File: config.mk
export PLATFORM = sky130hd
export DESIGN_NAME = magnetometer_heading_unit
export DESIGN_NICKNAME = d
export VERILOG_FILES = /design/src/hw/rtl/mhead_pkg.sv /design/src/hw/rtl/magnetometer_heading_unit.sv /design/src/hw/rtl/mhead_prep.sv /design/src/hw/rtl/mhead_cordic_stage.sv /design/src/hw/rtl/mhead_post.sv
export SDC_FILE = /design/constraint.sdc
export NUM_CORES = 2
export LEC_CHECK = 0
export CAP_MARGIN = 0
export CELL_PAD_IN_SITES_DETAIL_PLACEMENT = 0
export CELL_PAD_IN_SITES_GLOBAL_PLACEMENT = 2
export CORE_MARGIN = 10
export CORE_UTILIZATION = 44
export CTS_CLUSTER_DIAMETER = 150
export CTS_CLUSTER_SIZE = 24
export DETAILED_ROUTE_END_ITERATION = 10
export DONT_BUFFER_PORTS = 1
export GPL_TIMING_DRIVEN = 0
export PLACE_DENSITY = 0.84
export SETUP_SLACK_MARGIN = 0.3
export SLEW_MARGIN = 0
export SYNTH_ARGS = -nofsm -noshare
export SYNTH_HDL_FRONTEND = slang
export SYNTH_SLANG_ARGS = --single-unit
File: constraint.sdc
create_clock -name clk -period 5.8 [get_ports clk]
set_input_delay 0.29 -clock clk [delete_from_list [all_inputs] [get_ports clk]]
set_output_delay 0.29 -clock clk [all_outputs]
set_load 0.01 [all_outputs]
File: src/hw/rtl/mhead_pkg.sv
// types, angle constants and arctangent table for the heading pipeline
package mhead_pkg;

  // datapath widths
  localparam int CORD_W = 27;
  localparam int ANG_W  = 22;
  localparam int HDG_W  = 13;
  localparam int OFS_W  = 9;
  localparam int TAB_LEN = 24;

  typedef logic signed [CORD_W-1:0] cord_t;
  typedef logic signed [ANG_W-1:0]  ang_t;
  typedef logic [HDG_W-1:0]         hdg_t;
  typedef logic [OFS_W-1:0]         ofs_t;

  // angles in 1/4096 degree
  localparam ang_t ANG_180 = 22'sd737280;
  localparam logic signed [ANG_W:0] ANG_360_S = 23'sd1474560;
  localparam logic [ANG_W-2:0] ANG_360_U = 21'd1474560;
  localparam logic [ANG_W-2:0] ANG_HALF_LSB = 21'd128;

  // headings in 1/16 degree
  localparam hdg_t H_90  = 13'd1440;
  localparam hdg_t H_180 = 13'd2880;
  localparam hdg_t H_270 = 13'd4320;
  localparam hdg_t H_360 = 13'd5760;
  localparam logic [HDG_W:0] TURN_DEG16 = 14'd5760;

  // atan(2^-i) in 1/4096 degree, rounded to nearest
  localparam ang_t ATAN_TAB [TAB_LEN] = '{
    22'sd184320, 22'sd108810, 22'sd57492, 22'sd29184,
    22'sd14649,  22'sd7331,   22'sd3667,  22'sd1833,
    22'sd917,    22'sd458,    22'sd229,   22'sd115,
    22'sd57,     22'sd29,     22'sd14,    22'sd7,
    22'sd4,      22'sd2,      22'sd1,     22'sd0,
    22'sd0,      22'sd0,      22'sd0,     22'sd0
  };

  // one request on its way through the rotation stages
  typedef struct packed {
    cord_t x;
    cord_t y;
    ang_t  z;
    logic  y_neg;
    logic  special;
    hdg_t  h_special;
  } cordic_t;

endpackage

File: src/hw/rtl/magnetometer_heading_unit.sv
// Compass heading from one magnetometer sample per request.
// Input channel (in_valid/in_ready): the high and low bytes of the signed
// 16-bit X and Y readings. Result channel (out_valid/out_ready): the heading
// in 1/16 degree, 0 to 360 degrees plus the mounting offset, wrapped once.
// Configuration: cfg_wr_en writes cfg_wr_data into the mounting offset in
// whole degrees, taking effect on requests that reach the last stage; write it
// only while the pipeline is empty.
// From acceptance to out_valid a request passes one input stage, one stage per
// rotation step and two output stages.
// Throughput is one request per cycle while the output is not stalled; every
// stage, each rotation step included, holds one request.
// The whole pipeline advances together; when out_valid is high and out_ready
// low every stage holds, in_ready drops, and nothing is lost or repeated.
// Bubbles are not squeezed out during a stall.
// Synchronous reset clears every valid bit and loads an offset of 33 degrees.
module magnetometer_heading_unit #(
  parameter int unsigned CORDIC_STEPS = 16
) (
  input  logic                   clk,
  input  logic                   rst_n,
  input  logic                   in_valid,
  output logic                   in_ready,
  input  logic [7:0]             in_x_msb,
  input  logic [7:0]             in_x_lsb,
  input  logic [7:0]             in_y_msb,
  input  logic [7:0]             in_y_lsb,
  output logic                   out_valid,
  input  logic                   out_ready,
  output logic [12:0]            out_heading_deg16,
  input  logic                   cfg_wr_en,
  input  logic [8:0]             cfg_wr_data
);
  import mhead_pkg::*;

  logic    adv;
  ofs_t    offset_r;
  logic    stg_valid [CORDIC_STEPS+1];
  cordic_t stg_d     [CORDIC_STEPS+1];

  // global stall from the output register
  assign adv      = !out_valid || out_ready;
  assign in_ready = adv;

  always_ff @(posedge clk) begin
    if (!rst_n) begin
      offset_r <= 9'd33;
    end else if (cfg_wr_en) begin
      offset_r <= cfg_wr_data;
    end
  end

  mhead_prep u_prep (
    .clk       (clk),
    .rst_n     (rst_n),
    .adv       (adv),
    .in_valid  (in_valid),
    .in_x_msb  (in_x_msb),
    .in_x_lsb  (in_x_lsb),
    .in_y_msb  (in_y_msb),
    .in_y_lsb  (in_y_lsb),
    .out_valid (stg_valid[0]),
    .out_d     (stg_d[0])
  );

  for (genvar i = 0; i < CORDIC_STEPS; i++) begin : g_step
    mhead_cordic_stage #(.STAGE_IDX(i)) u_stage (
      .clk       (clk),
      .rst_n     (rst_n),
      .adv       (adv),
      .in_valid  (stg_valid[i]),
      .in_d      (stg_d[i]),
      .out_valid (stg_valid[i+1]),
      .out_d     (stg_d[i+1])
    );
  end

  mhead_post u_post (
    .clk         (clk),
    .rst_n       (rst_n),
    .adv         (adv),
    .in_valid    (stg_valid[CORDIC_STEPS]),
    .in_d        (stg_d[CORDIC_STEPS]),
    .offset      (offset_r),
    .out_valid   (out_valid),
    .out_heading (out_heading_deg16)
  );
endmodule

File: src/hw/rtl/mhead_prep.sv
// input stage: joins the axis bytes, flags the axis cases and pre-rotates into the right half-plane
module mhead_prep (
  input  logic                 clk,
  input  logic                 rst_n,
  input  logic                 adv,
  input  logic                 in_valid,
  input  logic [7:0]           in_x_msb,
  input  logic [7:0]           in_x_lsb,
  input  logic [7:0]           in_y_msb,
  input  logic [7:0]           in_y_lsb,
  output logic                 out_valid,
  output mhead_pkg::cordic_t   out_d
);
  import mhead_pkg::*;

  logic signed [15:0] x16;
  logic signed [15:0] y16;
  cord_t   cx;
  cord_t   cy;
  cordic_t d_nxt;
  cordic_t d_r;
  logic    valid_r;

  assign x16 = $signed({in_x_msb, in_x_lsb});
  assign y16 = $signed({in_y_msb, in_y_lsb});
  assign cx  = $signed({{(CORD_W-24){x16[15]}}, x16, 8'h00});
  assign cy  = $signed({{(CORD_W-24){y16[15]}}, y16, 8'h00});

  always_comb begin
    d_nxt.y_neg   = y16[15];
    d_nxt.special = (y16 == 16'sd0) || (x16 == 16'sd0);
    if (y16 == 16'sd0) begin
      d_nxt.h_special = x16[15] ? H_180 : H_360;
    end else begin
      d_nxt.h_special = y16[15] ? H_270 : H_90;
    end
    // left half-plane: rotate by half a turn first
    if (x16[15]) begin
      d_nxt.x = -cx;
      d_nxt.y = -cy;
      d_nxt.z = y16[15] ? -ANG_180 : ANG_180;
    end else begin
      d_nxt.x = cx;
      d_nxt.y = cy;
      d_nxt.z = '0;
    end
  end

  always_ff @(posedge clk) begin
    if (!rst_n) begin
      valid_r <= 1'b0;
    end else if (adv) begin
      valid_r <= in_valid;
    end
  end

  always_ff @(posedge clk) begin
    if (adv && in_valid) begin
      d_r <= d_nxt;
    end
  end

  assign out_valid = valid_r;
  assign out_d     = d_r;
endmodule

File: src/hw/rtl/mhead_cordic_stage.sv
// one registered vectoring step of the rotation pipeline
module mhead_cordic_stage #(
  parameter int unsigned STAGE_IDX = 0
) (
  input  logic                 clk,
  input  logic                 rst_n,
  input  logic                 adv,
  input  logic                 in_valid,
  input  mhead_pkg::cordic_t   in_d,
  output logic                 out_valid,
  output mhead_pkg::cordic_t   out_d
);
  import mhead_pkg::*;

  cord_t   dx;
  cord_t   dy;
  cordic_t d_nxt;
  cordic_t d_r;
  logic    valid_r;

  assign dx = in_d.y >>> STAGE_IDX;
  assign dy = in_d.x >>> STAGE_IDX;

  always_comb begin
    d_nxt = in_d;
    // drive y towards zero
    if (!in_d.y[CORD_W-1]) begin
      d_nxt.x = in_d.x + dx;
      d_nxt.y = in_d.y - dy;
      d_nxt.z = in_d.z + ATAN_TAB[STAGE_IDX];
    end else begin
      d_nxt.x = in_d.x - dx;
      d_nxt.y = in_d.y + dy;
      d_nxt.z = in_d.z - ATAN_TAB[STAGE_IDX];
    end
  end

  always_ff @(posedge clk) begin
    if (!rst_n) begin
      valid_r <= 1'b0;
    end else if (adv) begin
      valid_r <= in_valid;
    end
  end

  always_ff @(posedge clk) begin
    if (adv && in_valid) begin
      d_r <= d_nxt;
    end
  end

  assign out_valid = valid_r;
  assign out_d     = d_r;
endmodule

File: src/hw/rtl/mhead_post.sv
// output stages: full-turn wrap, clamp and rounding, then the mounting offset
module mhead_post (
  input  logic                 clk,
  input  logic                 rst_n,
  input  logic                 adv,
  input  logic                 in_valid,
  input  mhead_pkg::cordic_t   in_d,
  input  mhead_pkg::ofs_t      offset,
  output logic                 out_valid,
  output mhead_pkg::hdg_t      out_heading
);
  import mhead_pkg::*;

  logic signed [ANG_W:0] zw;
  logic [ANG_W-2:0]      zc;
  logic [ANG_W-2:0]      zr;
  hdg_t                  h_nxt;
  hdg_t                  h_r;
  logic                  h_valid_r;
  logic [HDG_W:0]        sum;
  hdg_t                  hdg_nxt;
  hdg_t                  hdg_r;
  logic                  hdg_valid_r;

  always_comb begin
    zw = {in_d.z[ANG_W-1], in_d.z} + (in_d.y_neg ? ANG_360_S : '0);
    if (zw[ANG_W]) begin
      zc = '0;
    end else if (zw[ANG_W-2:0] > ANG_360_U || zw[ANG_W-1]) begin
      zc = ANG_360_U;
    end else begin
      zc = zw[ANG_W-2:0];
    end
    // round half up to 1/16 degree
    zr    = zc + ANG_HALF_LSB;
    h_nxt = in_d.special ? in_d.h_special : zr[ANG_W-2:8];
  end

  always_comb begin
    sum = {1'b0, h_r} + {1'b0, offset, 4'h0};
    if (sum > TURN_DEG16) begin
      hdg_nxt = HDG_W'(sum - TURN_DEG16);
    end else begin
      hdg_nxt = sum[HDG_W-1:0];
    end
  end

  always_ff @(posedge clk) begin
    if (!rst_n) begin
      h_valid_r   <= 1'b0;
      hdg_valid_r <= 1'b0;
    end else if (adv) begin
      h_valid_r   <= in_valid;
      hdg_valid_r <= h_valid_r;
    end
  end

  always_ff @(posedge clk) begin
    if (adv && in_valid) begin
      h_r <= h_nxt;
    end
    if (adv && h_valid_r) begin
      hdg_r <= hdg_nxt;
    end
  end

  assign out_valid   = hdg_valid_r;
  assign out_heading = hdg_r;
endmodule

==> metrics.md <==
| Metric | Value |
|---|---|
| DR iter-0 viols | 4220 |
| Vias in the first global route | 66500 |
| Max-cap viol count | 0 |
| Num rows | 170 |
| Sequential Power Share | 58.8% |
| First-pass GRT wire length | 365000 um |
| Final nets | 10700 |
| Final HPWL DP | 183000 um |
| Leakage power total | 39.5 nW |
| Detail Route Antenna Nets | 0 |
| Core area | 214000 sq um |
| Worst Path Arrival | 5760 ps |
| CP required | 6300 ps |
| GRT Util Overall | 18.8% |
| DR vias/cell | 5.56 |
| Async SR Flop Fraction | 0% |
| Clock sinks | 1270 |
| CP Cell Sequence | or4_1 > nor4_1 > a21oi_1 > xor2_1 > ha_1 > a21oi_1 > o21ai_0 > a2111oi_0 > o31ai_1 > a21oi_1 > o311a_1 > a21oi_1 > xor2_1 |
| IO Pins | 61 |
| Placed Area | 98700 sq um |
| Footprint of the multi-input gates | 54700 sq um |
| CTS Buf Count | 59 |
| Cell area after layout | 101000 sq um |
| Worst Setup End Kind | flop |
| Routability cong. | 0.878 |
| DRC viols | 0 |
| CTS Root Cell | clkbuf_16 |
| Area growth syn-to-layout | 6.93% |
| Register Area | 37900 sq um |
| Outcome | finished clean |
| Clock power frac | 27.7% |
| Die extent in y | 484 um |
| Period utilization | 90.8% |
| Worst-margin pin slew | 1160 ps |
| Worst slew margin | 21.8% |
| Die width | 484 um |
| Final hold slack | 95.2 ps |
| Fmax | 190 MHz |
| Htree depth | 2 |
| Slew Limit Fails | 0 |
| CP Launch Type | flop |
| CTS clock-pin slew for the worst setup and hold paths | 100 ps |
| Die area | 234000 sq um |
| Min cycle time layout | 5270 ps |
| Commonest non-fill, non-tap cell in the layout | edfxtp_1 |
| Skew-Pair Late Insertion Delay | 760 ps |
| Mapped Cells | 9412 |
| Sequential cell area fraction in the yosys report | 40.0% |
| Internal power | 13.2 mW |
| Initial antenna violation count | 4 |
| Post-synth cell types | 89 |
| CP Class | flop to flop |
| DR WL/cell | 18.4 um |
| Longest Clk Path Bufs | 3 |
| Psw | 4.46 mW |
| Most frequent cells in the layout | edfxtp_1 (1242), ha_1 (1044), nor2_1 (902), xnor2_1 (885), a21oi_1 (852) |
| Critical Path Max Stage Delay | 910 ps |
| IO Port Bufs | 0 |
| Setup TNS | 0 ps |
| Ys Warns | 0 |
| Synth Register Bits | 1270 |
| Area of the mapped netlist | 94700 sq um |
| Critical Path Most Common Cell | a21oi_1 |
| Top FF cell, synth | edfxtp_1 |
| Largest net degree at the start of global routing | 76 |
| Drt pass-1 iters | 6 |
| PwrDens | 174 nW/um^2 |
| Post-synth EDFFs | 1242 |
| Via count | 69200 |
| Initial Utilization | 44.2% |
| Worst-path maximum fanout | 5 |
| Slowest CP cell | nor4_1 |
| Layout fillers | 20100 |
| RSZ-0062 raised after global routing | true |
| Hold Fails Final Rpt | 0 |
| Final WL | 229000 um |
| Final setup vio count | 0 |
| TritonCTS clock tree | done |
| Type of the most critical hold path | primary input to flop |
| Combinational share of power | 13.5% |
| Global route overflow | 0 |
| Share of layout cells above drive strength 1 | 2.45% |
| VDD IR max | 0.247 mV |
| Max Clock Skew | 48.6 ps |
| Switching share of power | 25.3% |
| Avg Cell Area, Syn | 10.1 sq um |
==> worst paths after layout <==
| kind | startpoint | endpoint | slack (ps) | cells past startpoint |
|---|---|---|---|---|
| min reg2reg | g_step[2].u_stage.out_d[20] | g_step[3].u_stage.out_d[20] | 400 | 0 |
| min | in_valid | u_prep.out_d[90] | 100 | 1 |
| max | g_step[8].u_stage.out_d[80] | g_step[9].u_stage.out_d[62] | 530 | 13 |
| max reg2reg | g_step[8].u_stage.out_d[80] | g_step[9].u_stage.out_d[62] | 530 | 13 |
==> cells in the mapped netlist (24+ instances only) <==
cell / n / area (sq um)
a2111oi_0: 27 / 236
a211o_1: 36 / 315
a211oi_1: 90 / 676
a21boi_0: 36 / 270
a21o_1: 324 / 2430
a21oi_1: 852 / 4260
a31o_2: 24 / 210
a31oi_1: 101 / 632
and2_1: 92 / 576
and3_1: 94 / 588
buf_1: 27 / 101
clkbuf_1: 92 / 345
dfxtp_1: 28 / 561
edfxtp_1: 1242 / 37300
fa_1: 35 / 701
ha_1: 1044 / 13100
inv_1: 471 / 1770
mux2_2: 35 / 394
mux2i_1: 37 / 370
nand2_1: 421 / 1580
nand2b_1: 97 / 607
nand3_1: 133 / 666
nand4_1: 57 / 357
nor2_1: 902 / 3390
nor2b_1: 150 / 938
nor3_1: 296 / 1480
nor3b_1: 25 / 188
nor4_1: 63 / 394
o211ai_1: 43 / 323
o21a_1: 167 / 1250
o21ai_0: 420 / 2100
o21bai_1: 125 / 938
o31ai_1: 53 / 398
o41ai_1: 39 / 342
or2_2: 27 / 169
or3_1: 76 / 475
or4_1: 39 / 293
xnor2_1: 885 / 7750
xor2_1: 437 / 3830
==> layer usage <==
layer | wire length, um | GRT usage, %
met1 | 109000 | 25.9
met3 | 6890 | 1.49
met5 | 0 | 0
met2 | 110000 | 32.5
met4 | 4120 | 3.39
==> final cells by class <==
| class | count | area share, % |
|---|---|---|
| plain buffers | 119 | 0.446 |
| repair buffers | 99 | 1.23 |
| multi-input cells | 7551 | 54.0 |
| flip-flops and latches | 1270 | 37.4 |
| inverters | 473 | 1.75 |
| well taps | 2838 | 3.51 |
| clock inverters | 4 | 0.0840 |
| diodes | 1 | 0.00247 |
| clock buffers | 88 | 1.59 |
==> timing repair <==
action                                 in CTS  in global routing
hold buffers                               69                  0
setup endpoints to repair                  15                 17
buffers inserted                            7                  8
gates resized for setup                     2                  5
endpoints found under the hold margin      57                  0
==> metrics by stage <==
| step | power (mW) | instances | worst slack (ps) | util (%) |
|---|---|---|---|---|
| 6_report | 17.6 | 12400 | 534 | 47.2 |
| 5_1_grt | 18.5 | 12400 | 171 | 47.2 |
| 4_1_cts | 17.9 | 12400 | 410 | 47.2 |
| 3_5_place_dp | 12.9 | 12300 | 49.7 | 46.0 |
| 3_3_place_gp | 12.9 | 12300 | 82.3 | 45.8 |
| 2_1_floorplan | 12.3 | 9414 | 1700 | - |
==> power by group through the flow <==
stage               Clock [mW]  Sequential (mW)  Combinational [mW]
floorplan                    0             10.5                1.75
global placement             0             10.6                2.29
detailed placement           0             10.6                2.30
CTS                       5.13             10.4                2.38
global route              5.43             10.4                2.67
finish                    4.88             10.4                2.39
==> logic make-up after synthesis <==
kind of cell / after synthesis / share of synthesized area, %
flip-flops: 1270 / 40.0
multiplexers: 72 / 0.807
AND/OR/NAND/NOR: 2537 / 12.9
other: 1 / 0.00396
adder cells (fa/ha/maj): 1079 / 14.5
AO/OA/AOI/OAI: 2538 / 17.2
buffers and inverters: 593 / 2.35
XOR/XNOR: 1322 / 12.2
==> critical path, delay by kind of cell, from the launching register on <==
family,cells,cell delay (ps)
compound gates,8,2270
flops,1,500
fa+ha+maj,1,320
simple gates,2,1470
xor+xnor,2,430
==> flip-flops by register name, indices dropped and copies added, names as in the netlist <==
register and cells:
g_step.u_stage.out_valid 16, g_step.u_stage.out_d 1165, u_post.h_r 13, u_post.out_heading 13, u_prep.out_valid 1, u_post.out_valid 1
offset_r 9, u_post.h_valid_r 1, u_prep.out_d 51
No activity file was read; power rests on OpenSTA's default activity.
